`src/rtl/core/wsve_pkg.sv`:
```
`timescale 1ns / 1ps

package wsve_pkg;

   localparam int MAX_WINDOW = 64;
   localparam int ADDR_W     = $clog2(MAX_WINDOW);
   localparam int CNT_W      = $clog2(MAX_WINDOW + 1);
   localparam int WLEN_W     = 7;
   localparam int FRAME_W    = 32;
   localparam int TIME_W     = 63;
   localparam int POS_W      = 32;
   localparam int PERIOD_W   = 46;
   localparam int PERIOD_FW  = 16;
   localparam int SCALE_BITS = 22;
   localparam int SHIFT_W    = $clog2(TIME_W - SCALE_BITS + 1);
   localparam int ENTRY_W    = TIME_W + 3 * POS_W;

   // accumulator widths
   localparam int SU_W  = SCALE_BITS + ADDR_W;
   localparam int SUU_W = 2 * SCALE_BITS + ADDR_W;
   localparam int SP_W  = POS_W + ADDR_W;
   localparam int SUP_W = POS_W + SCALE_BITS + ADDR_W;

   // shared multiplier
   localparam int NS_W  = 30;
   localparam int MA_W  = SP_W;
   localparam int MB_W  = (SU_W + 1 > NS_W + 1) ? SU_W + 1 : NS_W + 1;
   localparam int P_W   = MA_W + MB_W;
   localparam int W_W   = SUP_W + CNT_W + 1;
   localparam int D_W   = ((W_W > P_W) ? W_W : P_W) + 1;

   localparam int DEN_W   = 2 * SCALE_BITS + 2 * ADDR_W;
   localparam int MAG_W   = SUP_W + ADDR_W;
   localparam int CHUNKS  = 3;
   localparam int CHUNK_W = (MAG_W + CHUNKS - 1) / CHUNKS;
   localparam int M_W     = MAG_W + NS_W;
   localparam int DD_W    = DEN_W + TIME_W - SCALE_BITS;
   localparam int Q_W     = 33;
   localparam int VEL_W   = 32;

   localparam logic [NS_W-1:0] NS_PER_S = NS_W'(1000000000);

   typedef enum logic [1:0] {
      CSR_ENABLE,
      CSR_WLEN,
      CSR_MAX_GAP,
      CSR_PERIOD
   } csr_index_type;

   typedef enum logic [4:0] {
      ST_IDLE,
      ST_CHECK,
      ST_TMUL1,
      ST_TMUL2,
      ST_STORE,
      ST_SCAN,
      ST_SHIFT,
      ST_ACC_RD,
      ST_ACC_U,
      ST_ACC_M,
      ST_DEN1,
      ST_DEN2,
      ST_NUM1,
      ST_NUM2,
      ST_SCLM,
      ST_SCLA,
      ST_DIV,
      ST_DWAIT,
      ST_EMIT
   } state_type;

endpackage

```
`src/rtl/core/wsve_div.sv`:
```
`timescale 1ns / 1ps

// Restoring divider, one quotient bit per cycle; top quotient bit flags overflow.
module wsve_div (
   input  logic                            clock,
   input  logic                            reset,
   input  logic                            start,
   input  logic [wsve_pkg::M_W-1:0]        dividend,
   input  logic [wsve_pkg::DD_W-1:0]       divisor,
   output logic                            done,
   output logic [wsve_pkg::Q_W-1:0]        quotient
);

   localparam int DSH_W = wsve_pkg::DD_W + wsve_pkg::Q_W - 1;
   localparam int CN_W  = $clog2(wsve_pkg::Q_W);

   logic                      busy_ff;
   logic                      done_ff;
   logic [CN_W-1:0]           cnt_ff;
   logic [wsve_pkg::M_W-1:0]  rem_ff;
   logic [DSH_W-1:0]          dsh_ff;
   logic [wsve_pkg::Q_W-1:0]  q_ff;
   logic                      fits;

   assign fits = {{(DSH_W - wsve_pkg::M_W){1'b0}}, rem_ff} >= dsh_ff;

   always_ff @(posedge clock) begin
      if (reset) begin
         busy_ff <= 1'b0;
         done_ff <= 1'b0;
      end else begin
         done_ff <= 1'b0;
         if (start) begin
            busy_ff <= 1'b1;
         end else if (busy_ff && cnt_ff == '0) begin
            busy_ff <= 1'b0;
            done_ff <= 1'b1;
         end
      end
   end

   always_ff @(posedge clock) begin
      if (start) begin
         rem_ff <= dividend;
         dsh_ff <= {divisor, {(wsve_pkg::Q_W - 1){1'b0}}};
         q_ff   <= '0;
         cnt_ff <= CN_W'(wsve_pkg::Q_W - 1);
      end else if (busy_ff) begin
         if (fits) begin
            rem_ff <= rem_ff - dsh_ff[wsve_pkg::M_W-1:0];
         end
         q_ff   <= {q_ff[wsve_pkg::Q_W-2:0], fits};
         dsh_ff <= dsh_ff >> 1;
         cnt_ff <= cnt_ff - 1'b1;
      end
   end

   assign done     = done_ff;
   assign quotient = q_ff;

endmodule

```
`config.mk`:
```
export PLATFORM = sky130hd
export DESIGN_NAME = wsve_div
export DESIGN_NICKNAME = d
export VERILOG_FILES = /design/src/rtl/core/wsve_pkg.sv /design/src/rtl/core/wsve_div.sv
export SDC_FILE = /design/constraint.sdc
export NUM_CORES = 1
export LEC_CHECK = 0
export BUFFER_PORTS_ARGS = -buffer_cell sky130_fd_sc_hd__buf_2
export CORE_ASPECT_RATIO = 1.25
export CORE_MARGIN = 2
export CORE_UTILIZATION = 45
export DETAILED_ROUTE_END_ITERATION = 10
export PLACE_DENSITY_LB_ADDON = 0.25
export SYNTH_ARGS = -nofsm -noshare
export SYNTH_HDL_FRONTEND = slang
export SYNTH_SLANG_ARGS = --single-unit
```
`constraint.sdc`:
```
create_clock -name clock -period 9.28 [get_ports clock]
set_clock_uncertainty 0.1 [all_clocks]
set_input_delay 0.464 -clock clock [delete_from_list [all_inputs] [get_ports clock]]
set_output_delay 0.464 -clock clock [all_outputs]
set_load 0.03 [all_outputs]
```
==> metrics, run 1 <==
GRT Resource Usage Total a little under a quarter; maximum fanout count along the critical path 50; Most common cell on crit path a21oi_1; total wirelength of the detailed-routed design between 40 and 50 mm; FF+latch count, synth approximately 270; slack of the critical path 5140 ps; Data required, critical path ~9400 ps; chip height 221 µm; Buffers on Ports ~230; worst setup path class reg -> reg; crit start category flip-flop; number of remaining DRC errors 0; Post-layout nets between 2k and 2.5k; CTS resizes 0; leakage power total ~8.1 nW; top_reg_cell synth edfxtp_1; insertion delay of the later-clocked pin in the worst-skew pair ~600 ps; Starting Density around 46%; clock tree from TritonCTS yes; Place WS 5210 ps; number of buffers created by CTS 30; clock slew at the register clock pins of the worst setup and hold paths ~60 ps; Data arrival, critical path about 4300 ps; Post-Synthesis Cell Area roughly 17000 µm²; peak per-stage delay on the critical path around 600 ps; initial antenna violation count 4; maximum number of pins on one net before global-route repair 115; area fraction of the dominant cell type after synthesis roughly a third; placeable core region roughly 37000 µm²; die boundary width 178 µm; post-synthesis area per instance ~9.3 µm²; nature of the critical path endpoint flip-flop; total gr overflow 0; most common library cells after synthesis edfxtp_1 (193), nand2_1 (179), nor2_1 (139); time the worst path needs with I/O delays and setup just over 4000 ps; Maximum Capacitance Violations 0; half-perimeter wire length after placement 34.4 mm; worst reg-to-reg setup slack 5140 ps; final antenna-violating net count 0; die footprint 39400 µm²; vias per cell slightly below 6; vias post-DR 14.5k; Ports 230; detailed router's first-iteration violation count about 1.2k; net count of the mapped netlist ~2.1k; CTS H-tree depth 1; Hold/Removal Path Class in -> reg; sink count of the clock tree approximately 270; Setup violations, final 0; Worst Tran Pin Value between 1000 and 1500 ps; worst-case headroom to the max-slew limit 21.4%; PD cells slightly above 200 nW/µm²; FFs w/ async S/R, synth 0%; final clock period utilization by the worst path around 45%; ranking of synthesized cells by area edfxtp_1 (34%), dfxtp_1 (8.6%), ha_1 (7.1%), a22o_1 (5.0%), nand2_1 (3.9%); count of final max-slew check failures 0; cell count after synthesis ~1.8k; number of endpoints with negative hold slack in the final report 0; Post-CTS Setup Bufs 0; dominant cell type by area after synthesis edfxtp_1; number of warnings reported in the yosys synthesis log 0; via count of the first global-routing pass around 14k; portion of the post-synthesis area used by sequential elements around 43%; signed area change from the synthesized netlist to the final layout 14.7%; maximum ir drop on the vdd rail 149 µV; Crit-path slowest cell buf_4; crit-path cells inv_1, ha_1, a21oi_1, o21ai_0, a21oi_1, o31ai_1, a21oi_1, o31ai_1, nor2_1, a21oi_1, a21oi_1, o21ai_4, buf_4; clock root cell clkbuf_16; count of cell types in the netlist between 80 and 90; share of final-layout standard cells stronger than drive strength 1 15.7%; Filler Cell Count 3506; Post-synth EDFFs 193; RSZ-0062 raised after global routing no; Max Clock Freq 241 MHz; result of the run complete, no violations; global-route wire length before repair around 74 mm; hold buffer count at CTS 1; Initial DRT Pass Iterations 5; Clock Tree Buf Depth 3; total number of placement rows between 70 and 80; most instantiated library cell after synthesis edfxtp_1; routed len/inst between 15 and 20 µm; final weighted congestion in routability-driven placement roughly 0.95; sum of negative setup slack 0 ps
## path summary, 6_finish.rpt
kind / cells after the start / to / from
worst min-delay path: 3 / rem_ff[1] / dividend[1]
worst max register to register: 13 / rem_ff[87] / dsh_ff[58]
worst min register to register: 1 / done / cnt_ff[5]
worst max-delay path: 13 / rem_ff[87] / dsh_ff[58]
## worst max-delay path, delay by kind of cell (launching register included)
kind,cells,cell delay [ps]
AND/OR/NAND/NOR,1,170
buffers and inverters,2,670
flip-flops,1,360
adder cells (fa/ha/maj),1,400
AO/OA/AOI/OAI,9,2040
## placed cells by master, fill, tap and decap left out, drive strengths merged, types with 42 or more instances in the layout
master	n
edfxtp	193
buf	238
dfxtp	73
ha	97
inv	137
mux2i	66
nor2	139
a22o	97
o21ai	143
a21o	45
nand2	179
clkbuf	44
nand4	42
xnor2	49
a21oi	137
## flip-flops by register name, indices dropped and copies added (netlist names)
name / flops
done: 1
rem_ff: 96
cnt_ff: 6
busy_ff: 1
dsh_ff: 129
quotient: 33
## report_power, final
group / internal, W / leakage [nW] / switching [W]
sequential: 0.00143 / 2.56 / 0.0000556
combinational: 0.000513 / 4.99 / 0.000782
clock: 0.000708 / 0.502 / 0.000519
## metal layers
layer  vias to the layer above  GRT usage, %  share of wire [%]
li1                       7047             -                  -
met1                      6924          30.4                 43
met2                       444          39.6                 49
met3                       100          2.32                4.8
met4                         0          8.28                3.4
met5                         -             0                  0
## area by class of cell
| cell class | count | area [µm²] | area share, % |
|---|---|---|---|
| antenna | 4 | 10.0 | 0.0513 |
| clock buffer | 44 | 941 | 4.82 |
| clock inverter | 11 | 91.3 | 0.468 |
| inverter | 136 | 513 | 2.63 |
| multi-input combinational | 1320 | 8860 | 45.4 |
| sequential | 266 | 7260 | 37.2 |
| tap | 486 | 608 | 3.12 |
| timing repair buffer | 239 | 1230 | 6.32 |
## stage by stage
stage	utilization [%]	hold WS, ps	total power, W	std cells	cell area, µm²
global route	52.4	54.7	0.00421	2506	19500
finish	52.4	64.2	0.00400	2506	19500
global placement	49.5	359	0.00276	2446	18500
CTS	52.3	21.9	0.00402	2502	19500
floorplan	-	341	0.00246	1821	17000
detailed placement	49.5	373	0.00278	2446	18500
## cells by family (layout without fill, tap and decap cells)
family | count (synthesis) | in the layout | synth area share, %
xor gates and xnor gates | 82 | 82 | 4.22
buffers and inverters | 235 | 430 | 5.39
DFF | 266 | 266 | 42.7
other | 0 | 4 | 0
AOI/OAI and AO/OA | 564 | 564 | 22.4
and+or+nand+nor | 506 | 506 | 14.0
adders and majority gates | 98 | 98 | 7.25
muxes | 70 | 70 | 4.15
(Power assumes the default switching activity.)
==> run 2: changes to the inputs <==
- clock period: 9.28 -> 4.15 ns (I/O delays scaled with it)
==> metrics, run 2 (synthesis gave the netlist of run 1 again) <==
insertion delay of the later-clocked pin in the worst-skew pair 580 ps (about the same); final cell utilization of the core 58.1% (+5.7 points); flip-flop count of the largest register, all copies and words added 129 (unchanged); number of remaining DRC errors 0 (unchanged); Filler Cell Count 3230 (-7.9%); most used routing layer in global routing met2; met1 Resource Use GR 31.4% (+0.96 points); clock root cell clkbuf_16; via count of the first global-routing pass 15.5k (+8.7%); total gr overflow 0 (unchanged); time the worst path needs with I/O delays and setup 3930 ps (-219 ps); CTS H-tree depth 1 (unchanged); clock tree from TritonCTS yes; nature of the critical path endpoint flip-flop; clock slew at the register clock pins of the worst setup and hold paths 60 ps (about the same); share of final-layout standard cells stronger than drive strength 1 15.6% (-0.10 points); Ports 230 (unchanged); Maximum Capacitance Violations 0 (unchanged); commonest non-fill, non-tap cells in the layout buf_2 (228), dlygate4sd3_1 (195), edfxtp_1 (193); Post-layout nets 2501 (+9.4%); GRT Resource Usage Total 25.1% (+1.9 points); PD cells 412 nW/µm² (+100%); Place WS 275 ps (-4930 ps); Buffers on Ports 229 (unchanged); final antenna-violating net count 0 (unchanged); met3 Track Usage GR 2.58% (+0.26 points); Max Clock Freq 255 MHz (+5.6%); chip height 221 µm (unchanged); result of the run complete, no violations; cell class contributing the biggest share of worst-path delay compound AO/OA/AOI/OAI gates; half-perimeter wire length after placement 35.5 mm (+3.0%); detailed router's first-iteration violation count 1166 (-6.1%); crit start category flip-flop; placeable core region 37300 µm² (unchanged); maximum ir drop on the vdd rail 312 µV (+110%); number of buffers created by CTS 29 (-3.3%); global-route wire length before repair 79.7 mm (+7.7%); maximum fanout count along the critical path 53 (+6.0%); Data arrival, critical path 4120 ps (-140 ps); peak per-stage delay on the critical path 420 ps (-180 ps); worst setup path class reg -> reg; Post-CTS Setup Bufs 0 (unchanged); vias post-DR 15.4k (+6.4%); total wirelength of the detailed-routed design 50.5 mm (+7.5%); final weighted congestion in routability-driven placement 0.940 (-1.4%); die footprint 39400 µm² (unchanged); vias per cell 5.69 (-1.8%); initial antenna violation count 3 (-1); number of endpoints with negative hold slack in the final report 0 (unchanged); routed len/inst 18.6 µm (-0.84%); Hold/Removal Path Class in -> reg; Buffers & Inverters on Critical Path 2 (unchanged); multi-input gate area in the final layout 9020 µm² (+1.8%); sink count of the clock tree 266 (unchanged); met2 Use GR 44.7% (+5.2 points); Top reg by flops dsh_ff; Worst Tran Pin Value 922 ps (-254 ps); crit-path cells inv_1, ha_1, and3_1, and3_1, a31o_1, or3_4, o211a_1, o21a_1, o311ai_2, a21oi_2, a21oi_2, o21ai_4, buf_12; die boundary width 178 µm (unchanged); instance area at placement 18800 µm² (+1.9%); total number of placement rows 79 (unchanged); slack of the critical path 225 ps (-4910 ps); Setup violations, final 0 (unchanged); sum of negative setup slack 0 ps (unchanged); Initial DRT Pass Iterations 6 (+1); count of final max-slew check failures 0 (unchanged); RSZ-0062 raised after global routing no; most common cell after layout, fill and taps aside buf_2; Crit-path slowest cell or3_4; Clock Tree Buf Depth 3 (unchanged); maximum number of pins on one net before global-route repair 98 (-15%); leakage power total 8.92 nW (+11%); worst-case headroom to the max-slew limit 38.5% (+17 points); Design Area, Final 21700 µm² (+11%); Data required, critical path 4340 ps (-5050 ps); signed area change from the synthesized netlist to the final layout 27.3%; area occupied by registers 7260 µm² (unchanged); final clock period utilization by the worst path 94.6% (+50 points); Starting Density 45.7% (unchanged)
run 2: path summary, 6_finish.rpt:
check	start	depth (start not counted)	end	slack, ps
setup / recovery	dsh_ff[22]	13	rem_ff[63]	220
hold / removal	reset	3	done	310
setup reg to reg	dsh_ff[22]	13	rem_ff[63]	220
hold reg to reg	cnt_ff[5]	1	done	380
run 2: power by group:
group	switching, W	internal (W)	total, W
Clock	0.00111	0.00136	0.00246
Sequential	0.000126	0.00319	0.00331
Combinational	0.00182	0.00133	0.00315
run 2: routing by layer:
metal / vias up / wire length, µm
met4: 0 / 1480
met1: 7407 / 21300
met2: 466 / 25500
met5: - / 0
met3: 92 / 2160
li1: 7483 / -
run 2: area by class of cell:
type,instances,share of cell area (%)
diodes,3,0.0347
clock buffers,43,3.74
clock inverters,9,0.306
inverters,136,2.37
multi-input cells,1320,41.6
flip-flops and latches,266,33.5
well taps,486,2.81
repair buffers,454,15.6
run 2: timing repair:
| item | in CTS | in global routing |
|---|---|---|
| gates resized for setup | 0 | 0 |
| hold buffers | 195 | 0 |
| endpoints found under the setup margin | 0 | 0 |
| hold endpoints to repair | 223 | 0 |
run 2: stage by stage:
stage               hold WS (ps)  total power, W  instances
floorplan                    185         0.00553       1821
global placement             337         0.00629       2467
detailed placement           332         0.00631       2467
CTS                          275         0.00894       2714
global route                 292         0.00943       2717
finish                       308         0.00893       2717
run 2: worst min-delay path: stages:
cell and delay [ps]:
dlygate4sd3_1 530, buf_2 140, nor4_1 50
